$ cat src/hdl/ppr_pkg.sv
// Shared types, fixed-point constants and helper functions for the position
// phase PI regulator. No dependencies; every other file of the block uses it.
package ppr_pkg;

    localparam int FRAC_BITS = 16;

    localparam int DATA_W = 32;             // stream fields and held references
    localparam int CFG_W  = 31;             // configuration registers
    localparam int ERR_W  = DATA_W + 1;     // errors, room for a negated minimum
    localparam int SUM_W  = ERR_W + 1;      // integral plus error
    localparam int RAMP_W = DATA_W + 2;     // reference plus or minus step

    // Gains and limits, rounded to nearest at FRAC_BITS
    localparam longint KP_ROT_Q   = 64'sd60 <<< FRAC_BITS;
    localparam longint KI_ROT_Q   = 64'sd20 <<< FRAC_BITS;
    localparam longint KP_TRAN_Q  = ((64'sd36 <<< FRAC_BITS) + 64'sd500) / 64'sd1000;
    localparam longint KI_TRAN_Q  = ((64'sd64 <<< FRAC_BITS) + 64'sd50) / 64'sd100;
    localparam longint ROT_I_LIM  = ((64'sd24 <<< FRAC_BITS) + 64'sd50) / 64'sd100;
    localparam longint TRAN_I_LIM = ((64'sd24 <<< FRAC_BITS) + 64'sd5) / 64'sd10;
    localparam longint ROT_STEP   = ((64'sd32 <<< FRAC_BITS) + 64'sd5) / 64'sd10;
    localparam longint TRAN_STEP  = ((64'sd36 <<< FRAC_BITS) + 64'sd50) / 64'sd100;
    localparam longint HALF_PI    =
        ((64'sd1570796327 <<< FRAC_BITS) + 64'sd500000000) / 64'sd1000000000;

    // Configuration reset values
    localparam longint RST_LIN_LIM   = 64'sd1 <<< FRAC_BITS;
    localparam longint RST_ANG_LIM   = 64'sd3 <<< FRAC_BITS;
    localparam longint RST_EPS_SMALL = ((64'sd1 <<< FRAC_BITS) + 64'sd50) / 64'sd100;
    localparam longint RST_EPS_ROT   = ((64'sd5 <<< FRAC_BITS) + 64'sd50) / 64'sd100;
    localparam longint RST_EPS_MED   = ((64'sd5 <<< FRAC_BITS) + 64'sd50) / 64'sd100;
    localparam longint RST_EPS_BIG   = ((64'sd1 <<< FRAC_BITS) + 64'sd1) / 64'sd2;

    // Coefficient and product widths; KP_ROT is the largest coefficient
    localparam int K_W      = $clog2(KP_ROT_Q + 1) + 1;
    localparam int ROT_I_W  = $clog2(ROT_I_LIM + 1) + 1;
    localparam int TRAN_I_W = $clog2(TRAN_I_LIM + 1) + 1;
    localparam int PROD_W   = K_W + ERR_W;
    localparam int PID_W    = PROD_W - FRAC_BITS + 1;

    localparam logic signed [K_W-1:0]    C_KP_ROT     = K_W'(KP_ROT_Q);
    localparam logic signed [K_W-1:0]    C_KI_ROT     = K_W'(KI_ROT_Q);
    localparam logic signed [K_W-1:0]    C_KP_TRAN    = K_W'(KP_TRAN_Q);
    localparam logic signed [K_W-1:0]    C_KI_TRAN    = K_W'(KI_TRAN_Q);
    localparam logic signed [SUM_W-1:0]  C_ROT_I_LIM  = SUM_W'(ROT_I_LIM);
    localparam logic signed [SUM_W-1:0]  C_TRAN_I_LIM = SUM_W'(TRAN_I_LIM);
    localparam logic signed [RAMP_W-1:0] C_ROT_STEP   = RAMP_W'(ROT_STEP);
    localparam logic signed [RAMP_W-1:0] C_TRAN_STEP  = RAMP_W'(TRAN_STEP);
    localparam logic        [ERR_W-1:0]  C_HALF_PI    = ERR_W'(HALF_PI);
    localparam logic signed [RAMP_W-1:0] C_SAT_HI     = RAMP_W'(64'sd2147483647);
    localparam logic signed [RAMP_W-1:0] C_SAT_LO     = RAMP_W'(-64'sd2147483648);

    // Stream layout
    localparam int IN_TDATA_W  = 104;
    localparam int IN_TUSER_W  = 2;
    localparam int OUT_TDATA_W = 72;
    localparam int MOVING_BIT  = 3 * DATA_W;
    localparam int PHASE_LSB   = 2 * DATA_W;

    // APB
    localparam int ADDR_W = 5;
    localparam int PDATA_W = 32;

    typedef enum logic [1:0] {
        OP_TICK,
        OP_CLR_ROT,
        OP_CLR_TRAN,
        OP_NOP
    } t_op;

    typedef enum logic [1:0] {
        PH_ROT_ANGLE,
        PH_ROT_POS,
        PH_TRAN_ROT,
        PH_TRAN
    } t_phase;

    typedef enum logic [2:0] {
        REG_LIN_LIM,
        REG_ANG_LIM,
        REG_EPS_SMALL,
        REG_EPS_ROT,
        REG_EPS_MED,
        REG_EPS_BIG
    } t_reg_idx;

    typedef struct packed {
        logic [CFG_W-1:0] lin_lim;
        logic [CFG_W-1:0] ang_lim;
        logic [CFG_W-1:0] eps_small;
        logic [CFG_W-1:0] eps_rot;
        logic [CFG_W-1:0] eps_med;
        logic [CFG_W-1:0] eps_big;
    } t_cfg;

    typedef struct packed {
        t_op                      op;
        logic signed [DATA_W-1:0] dist_err;
        logic signed [DATA_W-1:0] head_err_pos;
        logic signed [DATA_W-1:0] head_err_final;
        logic                     moving;
    } t_item;

    // Stage 2 to stage 3: which laws run, the phase to report and the raw products
    typedef struct packed {
        logic                     do_rot;
        logic                     do_tran;
        logic                     half;
        logic                     lin_zero;
        logic                     ang_zero;
        t_phase                   phase;
        logic signed [PROD_W-1:0] rot_p;
        logic signed [PROD_W-1:0] rot_i;
        logic signed [PROD_W-1:0] tran_p;
        logic signed [PROD_W-1:0] tran_i;
    } t_law;

    function automatic logic signed [SUM_W-1:0] f_clamp_int(
        input logic signed [SUM_W-1:0] v,
        input logic signed [SUM_W-1:0] lim
    );
        logic signed [SUM_W-1:0] r;
        if (v > lim) begin
            r = lim;
        end else if (v < -lim) begin
            r = -lim;
        end else begin
            r = v;
        end
        return r;
    endfunction

    function automatic logic signed [DATA_W-1:0] f_clamp_pid(
        input logic signed [PID_W-1:0] v,
        input logic        [CFG_W-1:0] lim
    );
        logic signed [PID_W-1:0] lim_s;
        logic signed [PID_W-1:0] r;
        lim_s = $signed(PID_W'(lim));
        if (v > lim_s) begin
            r = lim_s;
        end else if (v < -lim_s) begin
            r = -lim_s;
        end else begin
            r = v;
        end
        return DATA_W'(r);
    endfunction

    // Move cur toward tgt by at most step, then saturate to 32-bit signed
    function automatic logic signed [DATA_W-1:0] f_ramp(
        input logic signed [DATA_W-1:0] cur,
        input logic signed [DATA_W-1:0] tgt,
        input logic signed [RAMP_W-1:0] step
    );
        logic signed [RAMP_W-1:0] c;
        logic signed [RAMP_W-1:0] t;
        logic signed [RAMP_W-1:0] up;
        logic signed [RAMP_W-1:0] dn;
        logic signed [RAMP_W-1:0] r;
        c  = RAMP_W'(cur);
        t  = RAMP_W'(tgt);
        up = c + step;
        dn = c - step;
        if (t > up) begin
            r = up;
        end else if (t < dn) begin
            r = dn;
        end else begin
            r = t;
        end
        if (r > C_SAT_HI) begin
            r = C_SAT_HI;
        end else if (r < C_SAT_LO) begin
            r = C_SAT_LO;
        end
        return DATA_W'(r);
    endfunction

endpackage

$ cat src/hdl/ppr_cfg.sv
// APB register file for the six limit and threshold registers.
// Depends on ppr_pkg.
module ppr_cfg (
    input  logic                         i_clk,
    input  logic                         i_rst_n,
    input  logic                         psel,
    input  logic                         penable,
    input  logic                         pwrite,
    input  logic [ppr_pkg::ADDR_W-1:0]   paddr,
    input  logic [ppr_pkg::PDATA_W-1:0]  pwdata,
    output logic [ppr_pkg::PDATA_W-1:0]  prdata,
    output logic                         pready,
    output ppr_pkg::t_cfg                o_cfg
);

    ppr_pkg::t_cfg    r_cfg;
    ppr_pkg::t_reg_idx idx;
    logic             wr_en;
    logic [ppr_pkg::CFG_W-1:0] wdata;

    assign pready = 1'b1;
    assign idx    = ppr_pkg::t_reg_idx'(paddr[ppr_pkg::ADDR_W-1:2]);
    assign wr_en  = psel && penable && pwrite;
    assign wdata  = pwdata[ppr_pkg::CFG_W-1:0];
    assign o_cfg  = r_cfg;

    always_ff @(posedge i_clk) begin
        if (!i_rst_n) begin
            r_cfg.lin_lim   <= ppr_pkg::CFG_W'(ppr_pkg::RST_LIN_LIM);
            r_cfg.ang_lim   <= ppr_pkg::CFG_W'(ppr_pkg::RST_ANG_LIM);
            r_cfg.eps_small <= ppr_pkg::CFG_W'(ppr_pkg::RST_EPS_SMALL);
            r_cfg.eps_rot   <= ppr_pkg::CFG_W'(ppr_pkg::RST_EPS_ROT);
            r_cfg.eps_med   <= ppr_pkg::CFG_W'(ppr_pkg::RST_EPS_MED);
            r_cfg.eps_big   <= ppr_pkg::CFG_W'(ppr_pkg::RST_EPS_BIG);
        end else if (wr_en) begin
            unique case (idx)
                ppr_pkg::REG_LIN_LIM:   r_cfg.lin_lim   <= wdata;
                ppr_pkg::REG_ANG_LIM:   r_cfg.ang_lim   <= wdata;
                ppr_pkg::REG_EPS_SMALL: r_cfg.eps_small <= wdata;
                ppr_pkg::REG_EPS_ROT:   r_cfg.eps_rot   <= wdata;
                ppr_pkg::REG_EPS_MED:   r_cfg.eps_med   <= wdata;
                ppr_pkg::REG_EPS_BIG:   r_cfg.eps_big   <= wdata;
                default: ;              // unmapped addresses ignore writes
            endcase
        end
    end

    always_comb begin
        unique case (idx)
            ppr_pkg::REG_LIN_LIM:   prdata = {1'b0, r_cfg.lin_lim};
            ppr_pkg::REG_ANG_LIM:   prdata = {1'b0, r_cfg.ang_lim};
            ppr_pkg::REG_EPS_SMALL: prdata = {1'b0, r_cfg.eps_small};
            ppr_pkg::REG_EPS_ROT:   prdata = {1'b0, r_cfg.eps_rot};
            ppr_pkg::REG_EPS_MED:   prdata = {1'b0, r_cfg.eps_med};
            ppr_pkg::REG_EPS_BIG:   prdata = {1'b0, r_cfg.eps_big};
            default:                prdata = '0;
        endcase
    end

endmodule

$ cat src/hdl/ppr_ctl.sv
// Stage 2: phase machine, integral state and the four gain products.
// Depends on ppr_pkg.
module ppr_ctl (
    input  logic           i_clk,
    input  logic           i_rst_n,
    input  logic           i_load,
    input  ppr_pkg::t_item i_item,
    input  ppr_pkg::t_cfg  i_cfg,
    output ppr_pkg::t_law  o_law
);

    ppr_pkg::t_phase r_phase;
    ppr_pkg::t_phase n_phase;
    logic signed [ppr_pkg::ROT_I_W-1:0]  r_rot_int;
    logic signed [ppr_pkg::ROT_I_W-1:0]  n_rot_int;
    logic signed [ppr_pkg::TRAN_I_W-1:0] r_tran_int;
    logic signed [ppr_pkg::TRAN_I_W-1:0] n_tran_int;
    ppr_pkg::t_law r_law;
    ppr_pkg::t_law n_law;

    logic signed [ppr_pkg::ERR_W-1:0] d_x;
    logic signed [ppr_pkg::ERR_W-1:0] tp_x;
    logic signed [ppr_pkg::ERR_W-1:0] ta_x;
    logic signed [ppr_pkg::ERR_W-1:0] terr;
    logic signed [ppr_pkg::ERR_W-1:0] rot_err;
    logic        [ppr_pkg::ERR_W-1:0] ad;
    logic        [ppr_pkg::ERR_W-1:0] atp;
    logic        [ppr_pkg::ERR_W-1:0] eps_s;
    logic        [ppr_pkg::ERR_W-1:0] eps_s2;
    logic        [ppr_pkg::ERR_W-1:0] eps_r;
    logic        [ppr_pkg::ERR_W-1:0] eps_r2;
    logic        [ppr_pkg::ERR_W-1:0] eps_m;
    logic        [ppr_pkg::ERR_W-1:0] eps_b;
    logic signed [ppr_pkg::SUM_W-1:0] rot_sum;
    logic signed [ppr_pkg::SUM_W-1:0] tran_sum;
    logic do_rot;
    logic do_tran;
    logic half;
    logic lin_zero;
    logic ang_zero;
    logic still;

    always_comb begin
        d_x  = ppr_pkg::ERR_W'(i_item.dist_err);
        tp_x = ppr_pkg::ERR_W'(i_item.head_err_pos);
        ta_x = ppr_pkg::ERR_W'(i_item.head_err_final);
        ad   = d_x[ppr_pkg::ERR_W-1]  ? -d_x  : d_x;
        atp  = tp_x[ppr_pkg::ERR_W-1] ? -tp_x : tp_x;

        eps_s  = ppr_pkg::ERR_W'(i_cfg.eps_small);
        eps_s2 = {eps_s[ppr_pkg::ERR_W-2:0], 1'b0};
        eps_r  = ppr_pkg::ERR_W'(i_cfg.eps_rot);
        eps_r2 = {eps_r[ppr_pkg::ERR_W-2:0], 1'b0};
        eps_m  = ppr_pkg::ERR_W'(i_cfg.eps_med);
        eps_b  = ppr_pkg::ERR_W'(i_cfg.eps_big);

        // facing away from the target: drive backward
        terr  = (atp > ppr_pkg::C_HALF_PI) ? -d_x : d_x;
        still = !i_item.moving;

        n_phase  = r_phase;
        do_rot   = 1'b0;
        do_tran  = 1'b0;
        half     = 1'b0;
        lin_zero = 1'b0;
        ang_zero = 1'b0;
        rot_err  = tp_x;

        if (i_item.op == ppr_pkg::OP_TICK) begin
            unique case (r_phase)
                ppr_pkg::PH_ROT_ANGLE: begin
                    if (ad > eps_s2 && still) begin
                        n_phase = ppr_pkg::PH_ROT_POS;
                    end else if (ad > eps_s && still) begin
                        n_phase = ppr_pkg::PH_TRAN;
                    end
                    rot_err  = ta_x;
                    do_rot   = 1'b1;
                    lin_zero = 1'b1;
                end
                ppr_pkg::PH_ROT_POS: begin
                    if (atp < eps_m && still) begin
                        n_phase = ppr_pkg::PH_TRAN_ROT;
                    end
                    do_rot   = 1'b1;
                    lin_zero = 1'b1;
                end
                ppr_pkg::PH_TRAN_ROT: begin
                    // later test wins
                    if (ad < eps_r) begin
                        n_phase = ppr_pkg::PH_TRAN;
                    end
                    if (atp > eps_b) begin
                        n_phase = ppr_pkg::PH_ROT_POS;
                    end
                    do_tran = 1'b1;
                    do_rot  = 1'b1;
                    half    = 1'b1;
                end
                ppr_pkg::PH_TRAN: begin
                    if (ad < eps_s && still) begin
                        n_phase = ppr_pkg::PH_ROT_ANGLE;
                    end
                    if (ad > eps_r2) begin
                        n_phase = ppr_pkg::PH_ROT_POS;
                    end
                    do_tran  = 1'b1;
                    ang_zero = 1'b1;
                end
                default: ;
            endcase
        end

        rot_sum    = ppr_pkg::SUM_W'(r_rot_int) + ppr_pkg::SUM_W'(rot_err);
        tran_sum   = ppr_pkg::SUM_W'(r_tran_int) + ppr_pkg::SUM_W'(terr);
        n_rot_int  = ppr_pkg::ROT_I_W'(ppr_pkg::f_clamp_int(rot_sum, ppr_pkg::C_ROT_I_LIM));
        n_tran_int = ppr_pkg::TRAN_I_W'(ppr_pkg::f_clamp_int(tran_sum, ppr_pkg::C_TRAN_I_LIM));

        n_law.do_rot   = do_rot;
        n_law.do_tran  = do_tran;
        n_law.half     = half;
        n_law.lin_zero = lin_zero;
        n_law.ang_zero = ang_zero;
        n_law.phase    = n_phase;
        n_law.rot_p    = ppr_pkg::C_KP_ROT * rot_err;
        n_law.rot_i    = ppr_pkg::C_KI_ROT * ppr_pkg::ERR_W'(n_rot_int);
        n_law.tran_p   = ppr_pkg::C_KP_TRAN * terr;
        n_law.tran_i   = ppr_pkg::C_KI_TRAN * ppr_pkg::ERR_W'(n_tran_int);
    end

    always_ff @(posedge i_clk) begin
        if (!i_rst_n) begin
            r_phase    <= ppr_pkg::PH_ROT_ANGLE;
            r_rot_int  <= '0;
            r_tran_int <= '0;
        end else if (i_load) begin
            r_phase <= n_phase;
            if (i_item.op == ppr_pkg::OP_CLR_ROT) begin
                r_rot_int <= '0;
            end else if (do_rot) begin
                r_rot_int <= n_rot_int;
            end
            if (i_item.op == ppr_pkg::OP_CLR_TRAN) begin
                r_tran_int <= '0;
            end else if (do_tran) begin
                r_tran_int <= n_tran_int;
            end
        end
    end

    always_ff @(posedge i_clk) begin
        if (i_load) begin
            r_law <= n_law;
        end
    end

    assign o_law = r_law;

endmodule

$ cat src/hdl/ppr_out.sv
// Stage 3: PI sums, output clamps, step limit and the held speed references,
// which double as the result register. Depends on ppr_pkg.
module ppr_out (
    input  logic                               i_clk,
    input  logic                               i_rst_n,
    input  logic                               i_load,
    input  ppr_pkg::t_law                      i_law,
    input  ppr_pkg::t_cfg                      i_cfg,
    output logic signed [ppr_pkg::DATA_W-1:0]  o_lin_ref,
    output logic signed [ppr_pkg::DATA_W-1:0]  o_ang_ref,
    output ppr_pkg::t_phase                    o_phase
);

    logic signed [ppr_pkg::DATA_W-1:0] r_lin;
    logic signed [ppr_pkg::DATA_W-1:0] n_lin;
    logic signed [ppr_pkg::DATA_W-1:0] r_ang;
    logic signed [ppr_pkg::DATA_W-1:0] n_ang;
    ppr_pkg::t_phase                   r_phase;

    logic signed [ppr_pkg::PID_W-1:0]  rot_pid;
    logic signed [ppr_pkg::PID_W-1:0]  tran_pid;
    logic signed [ppr_pkg::DATA_W-1:0] rot_tgt;
    logic signed [ppr_pkg::DATA_W-1:0] tran_tgt;
    logic signed [ppr_pkg::DATA_W-1:0] rot_new;
    logic signed [ppr_pkg::DATA_W-1:0] rot_held;
    logic signed [ppr_pkg::DATA_W-1:0] tran_new;

    always_comb begin
        // products round toward minus infinity
        rot_pid  = ppr_pkg::PID_W'(i_law.rot_p >>> ppr_pkg::FRAC_BITS)
                 + ppr_pkg::PID_W'(i_law.rot_i >>> ppr_pkg::FRAC_BITS);
        tran_pid = ppr_pkg::PID_W'(i_law.tran_p >>> ppr_pkg::FRAC_BITS)
                 + ppr_pkg::PID_W'(i_law.tran_i >>> ppr_pkg::FRAC_BITS);

        rot_tgt  = ppr_pkg::f_clamp_pid(rot_pid, i_cfg.ang_lim);
        tran_tgt = ppr_pkg::f_clamp_pid(tran_pid, i_cfg.lin_lim);

        rot_new  = ppr_pkg::f_ramp(r_ang, rot_tgt, ppr_pkg::C_ROT_STEP);
        tran_new = ppr_pkg::f_ramp(r_lin, tran_tgt, ppr_pkg::C_TRAN_STEP);
        rot_held = i_law.half ? (rot_new >>> 1) : rot_new;

        if (i_law.do_rot) begin
            n_ang = rot_held;
        end else if (i_law.ang_zero) begin
            n_ang = '0;
        end else begin
            n_ang = r_ang;
        end

        if (i_law.do_tran) begin
            n_lin = tran_new;
        end else if (i_law.lin_zero) begin
            n_lin = '0;
        end else begin
            n_lin = r_lin;
        end
    end

    always_ff @(posedge i_clk) begin
        if (!i_rst_n) begin
            r_lin   <= '0;
            r_ang   <= '0;
            r_phase <= ppr_pkg::PH_ROT_ANGLE;
        end else if (i_load) begin
            r_lin   <= n_lin;
            r_ang   <= n_ang;
            r_phase <= i_law.phase;
        end
    end

    assign o_lin_ref = r_lin;
    assign o_ang_ref = r_ang;
    assign o_phase   = r_phase;

endmodule

$ cat src/hdl/position_phase_pi_regulator.sv
// Top level of the position phase PI regulator: input register, stage
// control and result stream. Depends on ppr_pkg, ppr_cfg, ppr_ctl, ppr_out.
//
// Usage:
//   Input stream: one transaction per control tick (or integral clear op).
//   tuser carries the op code, tdata the distance, the two heading errors
//   and the moving flag. Output stream: one transaction per input
//   transaction, in order, with the held linear and angular speed
//   references and the phase after that item.
//   Pipeline: input register, phase/integral/multiply stage, PI sum and
//   step limit stage that loads the output register. Throughput: one item
//   per clock while the receiver takes results; the phase and integral
//   registers close their loop in stage 2, the held references in stage 3.
//   When the receiver stalls the output holds; the two inner stages keep
//   filling, and tready drops once all three are occupied. Each stage
//   moves on as soon as the one after it is free or draining.
//   Reset (synchronous, active low) sets phase to rotate-to-angle, clears
//   integrals, references and all stage valids, and loads the register
//   defaults. The user must write the APB registers only while the stream
//   is idle; the block itself does not enforce this.
module position_phase_pi_regulator (
    input  logic                                i_clk,
    input  logic                                i_rst_n,
    // APB configuration
    input  logic                                psel,
    input  logic                                penable,
    input  logic                                pwrite,
    input  logic [ppr_pkg::ADDR_W-1:0]          paddr,
    input  logic [ppr_pkg::PDATA_W-1:0]         pwdata,
    output logic [ppr_pkg::PDATA_W-1:0]         prdata,
    output logic                                pready,
    // input stream
    input  logic                                i_s_axis_tvalid,
    output logic                                o_s_axis_tready,
    // [31:0] dist_err, [63:32] head_err_pos, [95:64] head_err_final,
    // [96] moving, [103:97] zero
    input  logic [ppr_pkg::IN_TDATA_W-1:0]      i_s_axis_tdata,
    // [1:0] op
    input  logic [ppr_pkg::IN_TUSER_W-1:0]      i_s_axis_tuser,
    // result stream
    output logic                                o_m_axis_tvalid,
    input  logic                                i_m_axis_tready,
    // [31:0] lin_ref, [63:32] ang_ref, [65:64] phase_out, [71:66] zero
    output logic [ppr_pkg::OUT_TDATA_W-1:0]     o_m_axis_tdata
);

    localparam int DW = ppr_pkg::DATA_W;

    ppr_pkg::t_cfg  cfg;
    ppr_pkg::t_item r_s1_item;
    ppr_pkg::t_law  law;
    logic           r_s1_valid;
    logic           r_s2_valid;
    logic           r_out_valid;
    logic           s1_adv;
    logic           s2_adv;
    logic           s3_adv;
    logic signed [DW-1:0] lin_ref;
    logic signed [DW-1:0] ang_ref;
    ppr_pkg::t_phase      phase;

    // each stage advances when the next one is empty or moving on
    assign s3_adv = !r_out_valid || i_m_axis_tready;
    assign s2_adv = !r_s2_valid || s3_adv;
    assign s1_adv = !r_s1_valid || s2_adv;

    assign o_s_axis_tready = s1_adv;

    always_ff @(posedge i_clk) begin
        if (!i_rst_n) begin
            r_s1_valid  <= 1'b0;
            r_s2_valid  <= 1'b0;
            r_out_valid <= 1'b0;
        end else begin
            if (s1_adv) begin
                r_s1_valid <= i_s_axis_tvalid;
            end
            if (s2_adv) begin
                r_s2_valid <= r_s1_valid;
            end
            if (s3_adv) begin
                r_out_valid <= r_s2_valid;
            end
        end
    end

    always_ff @(posedge i_clk) begin
        if (s1_adv) begin
            r_s1_item.op             <= ppr_pkg::t_op'(i_s_axis_tuser[1:0]);
            r_s1_item.dist_err       <= i_s_axis_tdata[DW-1:0];
            r_s1_item.head_err_pos   <= i_s_axis_tdata[2*DW-1:DW];
            r_s1_item.head_err_final <= i_s_axis_tdata[3*DW-1:2*DW];
            r_s1_item.moving         <= i_s_axis_tdata[ppr_pkg::MOVING_BIT];
        end
    end

    ppr_cfg u_cfg (
        .i_clk   (i_clk),
        .i_rst_n (i_rst_n),
        .psel    (psel),
        .penable (penable),
        .pwrite  (pwrite),
        .paddr   (paddr),
        .pwdata  (pwdata),
        .prdata  (prdata),
        .pready  (pready),
        .o_cfg   (cfg)
    );

    ppr_ctl u_ctl (
        .i_clk   (i_clk),
        .i_rst_n (i_rst_n),
        .i_load  (r_s1_valid && s2_adv),
        .i_item  (r_s1_item),
        .i_cfg   (cfg),
        .o_law   (law)
    );

    ppr_out u_out (
        .i_clk     (i_clk),
        .i_rst_n   (i_rst_n),
        .i_load    (r_s2_valid && s3_adv),
        .i_law     (law),
        .i_cfg     (cfg),
        .o_lin_ref (lin_ref),
        .o_ang_ref (ang_ref),
        .o_phase   (phase)
    );

    assign o_m_axis_tvalid = r_out_valid;
    assign o_m_axis_tdata  = {6'b0, phase, ang_ref, lin_ref};

endmodule

$ cat config.mk
export PLATFORM = sky130hd
export DESIGN_NAME = position_phase_pi_regulator
export DESIGN_NICKNAME = d
export VERILOG_FILES = /design/src/hdl/ppr_pkg.sv /design/src/hdl/ppr_cfg.sv /design/src/hdl/ppr_ctl.sv /design/src/hdl/ppr_out.sv /design/src/hdl/position_phase_pi_regulator.sv
export SDC_FILE = /design/constraint.sdc
export NUM_CORES = 2
export LEC_CHECK = 0
export BUFFER_PORTS_ARGS = -buffer_cell sky130_fd_sc_hd__buf_2
export CAP_MARGIN = 5
export CORE_MARGIN = 5
export CORE_UTILIZATION = 50
export CTS_CLUSTER_DIAMETER = 30
export CTS_CLUSTER_SIZE = 16
export DETAILED_ROUTE_END_ITERATION = 8
export GPL_TIMING_DRIVEN = 0
export HOLD_SLACK_MARGIN = 0.03
export PLACE_DENSITY = 0.67
export SKIP_CTS_REPAIR_TIMING = 1
export SYNTH_ARGS = -nofsm -noshare
export SYNTH_HDL_FRONTEND = slang
export SYNTH_SLANG_ARGS = --single-unit
$ cat constraint.sdc
create_clock -name i_clk -period 35.2 [get_ports i_clk]
set_input_delay 5.28 -clock i_clk [delete_from_list [all_inputs] [get_ports i_clk]]
set_output_delay 5.28 -clock i_clk [all_outputs]
set_load 0.02 [all_outputs]
==> Flow_metrics.wiki <==
{| class="wikitable"
! Metric !! Value
|-
| Number of search-and-repair iterations in the first detailed-routing pass || 7
|-
| Top cell type by total area after synthesis || sky130_fd_sc_hd__ha_1
|-
| Ranking of synthesized cells by instance count || 968 x sky130_fd_sc_hd__ha_1, 864 x sky130_fd_sc_hd__inv_1, 699 x sky130_fd_sc_hd__nand2_1
|-
| Area Overhead vs Synth || 13.4%
|-
| Die span in y || about 360 um
|-
| Fraction of final layout cells with drive strength greater than 1 || under 10%
|-
| Sequential cell area fraction in the yosys report || 19.9%
|-
| Required time at the endpoint of the critical path || approximately 36 ns
|-
| Status || finished clean
|-
| Most repeated library cell on the critical path || sky130_fd_sc_hd__fa_1
|-
| X dimension of the die || approximately 360 um
|-
| Antenna violations before repair || 27
|-
| Total number of vias || 56100
|-
| Leakage || around 32 nW
|-
| Number of setup violations in the final report || 0
|-
| Clock-pin slew on the worst setup and hold paths || roughly 0.040 ns
|-
| Sum of met3 wire segment lengths after detailed routing || approximately 22 mm
|-
| TritonCTS clock tree || done
|-
| Number of standard cells after synthesis || approximately 7300
|-
| Maximum clock rate || 56.5 MHz
|-
| Full die area || around 0.13 sq mm
|-
| Critical path peak fanout || 10
|-
| Iteration-0 DRC count of the detailed router || approximately 5600
|-
| Std-Cell Core Area || around 0.12 sq mm
|-
| Max transition margin || between 5 and 6%
|-
| Post-Route Setup TNS || 0 ns
|-
| Top routing layer in use || met5
|-
| WL met1 || between 90 and 100 mm
|-
| Critical Path Source Type || flip-flop
|-
| Pin count of the biggest net entering global routing || 65
|-
| Longest individual stage delay on the worst path || between 0.8 and 0.9 ns
|-
| I/O pin count || between 200 and 300
|-
| Gr usage total || approximately a third
|-
| Clock Tree Buf Depth || 3
|-
| Max-cap violations || 0
|-
| Number of H-tree levels || 4
|-
| Termination of the worst setup path || u_ctl.o_law[35]
|-
| Overall routed net length || ~210 mm
|-
| Reg2Reg Depth || 52
|-
| Routability congestion estimate from global placement || about 1
|-
| Effective utilization at floorplan || 50.4%
|-
| Routed length on met2 || around 90 mm
|-
| Unrepaired setup endpoints after global routing || no
|-
| Vias per inst || between 5 and 6
|-
| Netlist Area Pre-Place || a little over 0.06 sq mm
|-
| Number of placed cells counting well taps || between 9000 and 10000
|-
| Worst Path Arrival || around 18 ns
|-
| Number of buffers created by CTS || 137
|-
| Max VDD drop || 84.8 uV
|-
| Total half-perimeter wirelength after legalization and detailed placement || roughly 180 mm
|-
| Min-delay src || u_ctl.r_tran_int[16]
|-
| Final Skew || ~0.033 ns
|-
| Final slew viol count || 0
|-
| Reg-to-reg critical path startpoint || r_s1_item[38]
|-
| Beginning of the critical path || r_s1_item[38]
|-
| Synth Warn # || 0
|-
| Setup CP Type || reg -> reg
|-
| First-pass GRT wire length || between 300 and 400 mm
|-
| Nature of the critical path endpoint || flip-flop
|-
| Number of endpoints with negative hold slack in the final report || 0
|-
| Final non-filler cell total || roughly 9400
|-
| NumNets Final || just over 9000
|-
| Filler cells || about 11000
|-
| TritonCTS sink count || 504
|-
| Insertion delay to the later sink of the worst-skew pair || about 0.76 ns
|-
| Crit-path slowest cell || sky130_fd_sc_hd__xor2_1
|-
| Reg-to-reg critical path endpoint || u_ctl.o_law[35]
|-
| Main synth FF type || sky130_fd_sc_hd__dfxtp_1
|-
| Clock tree root driver cell || sky130_fd_sc_hd__clkbuf_16
|-
| Worst hold slack || between 0.4 and 0.5 ns
|-
| Vias in the first global route || ~55000
|-
| Reg-to-reg slack, setup || between 15 and 20 ns
|-
| Power per cell area || roughly 100 mW/mm^2
|-
| GRT Residual Overflow || 0
|-
| Setup WS pre-CTS || 17.71 ns
|-
| Top-area cell type share of the netlist area || between 10% and 20%
|-
| Yosys reg bits || slightly above 500
|-
| Drt drc || 0
|-
| Async set-or-reset flop fraction in the synthesized netlist || 0%
|-
| Average instance area after synthesis || 8.47 sq um
|-
| Cell types with the largest area share after synthesis || sky130_fd_sc_hd__ha_1 20%, sky130_fd_sc_hd__fa_1 11%, sky130_fd_sc_hd__edfxtp_1 10%
|-
| Count of input and output buffers || approximately 240
|-
| Remaining antenna violation count || 0
|-
| Slack of the critical path || around 17 ns
|-
| Final clock period utilization by the worst path || roughly half
|-
| Actual transition at the worst max-transition pin || 1.41 ns
|-
| Top-count cell post-synth || sky130_fd_sc_hd__ha_1
|-
| Minimum clock period after layout || between 15 and 20 ns
|-
| Worst min-delay path class || reg -> reg
|-
| Number of rows created at floorplan || ~130
|-
| Number of flops mapped to enable cells by yosys || between 200 and 250
|-
| Wire length per cell after detailed routing || 22.7 um
|-
| Synth unique cells || slightly above 100
|}
==> cell families after synthesis <==
kind of cell	after synthesis	share of synthesized area [%]
other	2	0.0122
adders and majority gates	1314	31.0
buffers and inverters	1138	7.07
and+or+nand+nor	1940	15.2
DFF	504	19.9
xor gates and xnor gates	476	6.79
AOI/OAI and AO/OA	1805	18.8
muxes	77	1.31
==> metal layers <==
layer,vias to the layer above,GRT usage [%]
met5,-,0
met4,16,11.2
met3,488,9.04
met2,2422,48.2
met1,26800,43.8
li1,26300,-
==> placed cells by master (no fill, tap or decap), types with 88 or more instances in the layout <==
master	synthesis	final
sky130_fd_sc_hd__nand2_1	699	699
sky130_fd_sc_hd__edfxtp_1	213	213
sky130_fd_sc_hd__xor2_1	134	134
sky130_fd_sc_hd__nand2b_1	93	93
sky130_fd_sc_hd__nor2b_1	88	88
sky130_fd_sc_hd__nand3_1	127	126
sky130_fd_sc_hd__inv_1	864	863
sky130_fd_sc_hd__nand4_1	115	115
sky130_fd_sc_hd__ha_1	968	968
sky130_fd_sc_hd__a21o_1	225	225
sky130_fd_sc_hd__nor2_1	368	368
sky130_fd_sc_hd__fa_1	346	346
sky130_fd_sc_hd__a21oi_1	573	573
sky130_fd_sc_hd__clkbuf_1	237	254
sky130_fd_sc_hd__clkbuf_16	0	145
sky130_fd_sc_hd__buf_2	9	247
sky130_fd_sc_hd__dfxtp_1	291	291
sky130_fd_sc_hd__o21a_1	98	98
sky130_fd_sc_hd__a22oi_1	111	111
sky130_fd_sc_hd__xnor2_1	341	341
sky130_fd_sc_hd__nor3_1	123	122
sky130_fd_sc_hd__o21ai_0	331	331
==> metrics by stage <==
| step | total power [mW] | cell area [sq um] | utilization (%) |
|---|---|---|---|
| 3_5_place_dp | 5.54 | 64800 | 53.1 |
| 6_report | 6.98 | 69700 | 57.1 |
| 4_1_cts | 6.91 | 69700 | 57.1 |
| 2_1_floorplan | 4.18 | 61500 | - |
| 3_3_place_gp | 5.47 | 64700 | 53.0 |
| 5_1_grt | 7.55 | 69700 | 57.1 |
==> worst min path at each step <==
stage / endpoint / slack [ns] / depth (start not counted)
after global routing: u_ctl.r_tran_int[0] / 0.49 / 1
after detailed placement: u_ctl.r_rot_int[0] / 0.45 / 2
after CTS: u_ctl.r_tran_int[16] / 0.47 / 2
final: u_ctl.r_tran_int[16] / 0.47 / 2
after floorplan: u_ctl.r_rot_int[0] / 0.43 / 2
after global placement: u_ctl.r_tran_int[6] / 0.45 / 2
==> power by group <==
| part | internal (mW) | switching [mW] | total [mW] |
|---|---|---|---|
| registers | 0.793 | 0.0536 | 0.846 |
| logic | 1.82 | 3.01 | 4.83 |
| clock network | 0.898 | 0.414 | 1.31 |
==> worst max-delay path: cells and delay by family (launching register included) <==
kind	cells	cell delay, ns
AND/OR/NAND/NOR	16	5.62
AO/OA/AOI/OAI	16	5.07
XOR/XNOR	2	0.99
adder cells (fa/ha/maj)	8	3.68
flip-flops	1	0.51
buffers and inverters	10	1.48
==> state kept, by name (all words and copies together), names as in the netlist <==
signal            flops
r_s2_valid            1
u_cfg.o_cfg         186
o_m_axis_tvalid       1
u_ctl.r_phase         2
r_s1_valid            1
r_s1_item            99
u_out.o_lin_ref      32
u_ctl.r_tran_int     19
u_ctl.r_rot_int      15
u_ctl.o_law         114
u_out.o_ang_ref      32
u_out.o_phase         2
==> area by class of cell <==
class / instances / area, sq um / area share (%)
Antenna cell: 13 / 32.5 / 0.0467
Clock buffer: 173 / 3840 / 5.51
Clock inverter: 80 / 1030 / 1.47
Buffer: 271 / 1090 / 1.56
Multi-Input combinational cell: 5620 / 45000 / 64.5
Timing Repair Buffer: 242 / 1270 / 1.82
Tap cell: 1625 / 2030 / 2.92
Sequential cell: 504 / 12200 / 17.5
Inverter: 867 / 3260 / 4.67
Power figures use the tool's default switching activity.
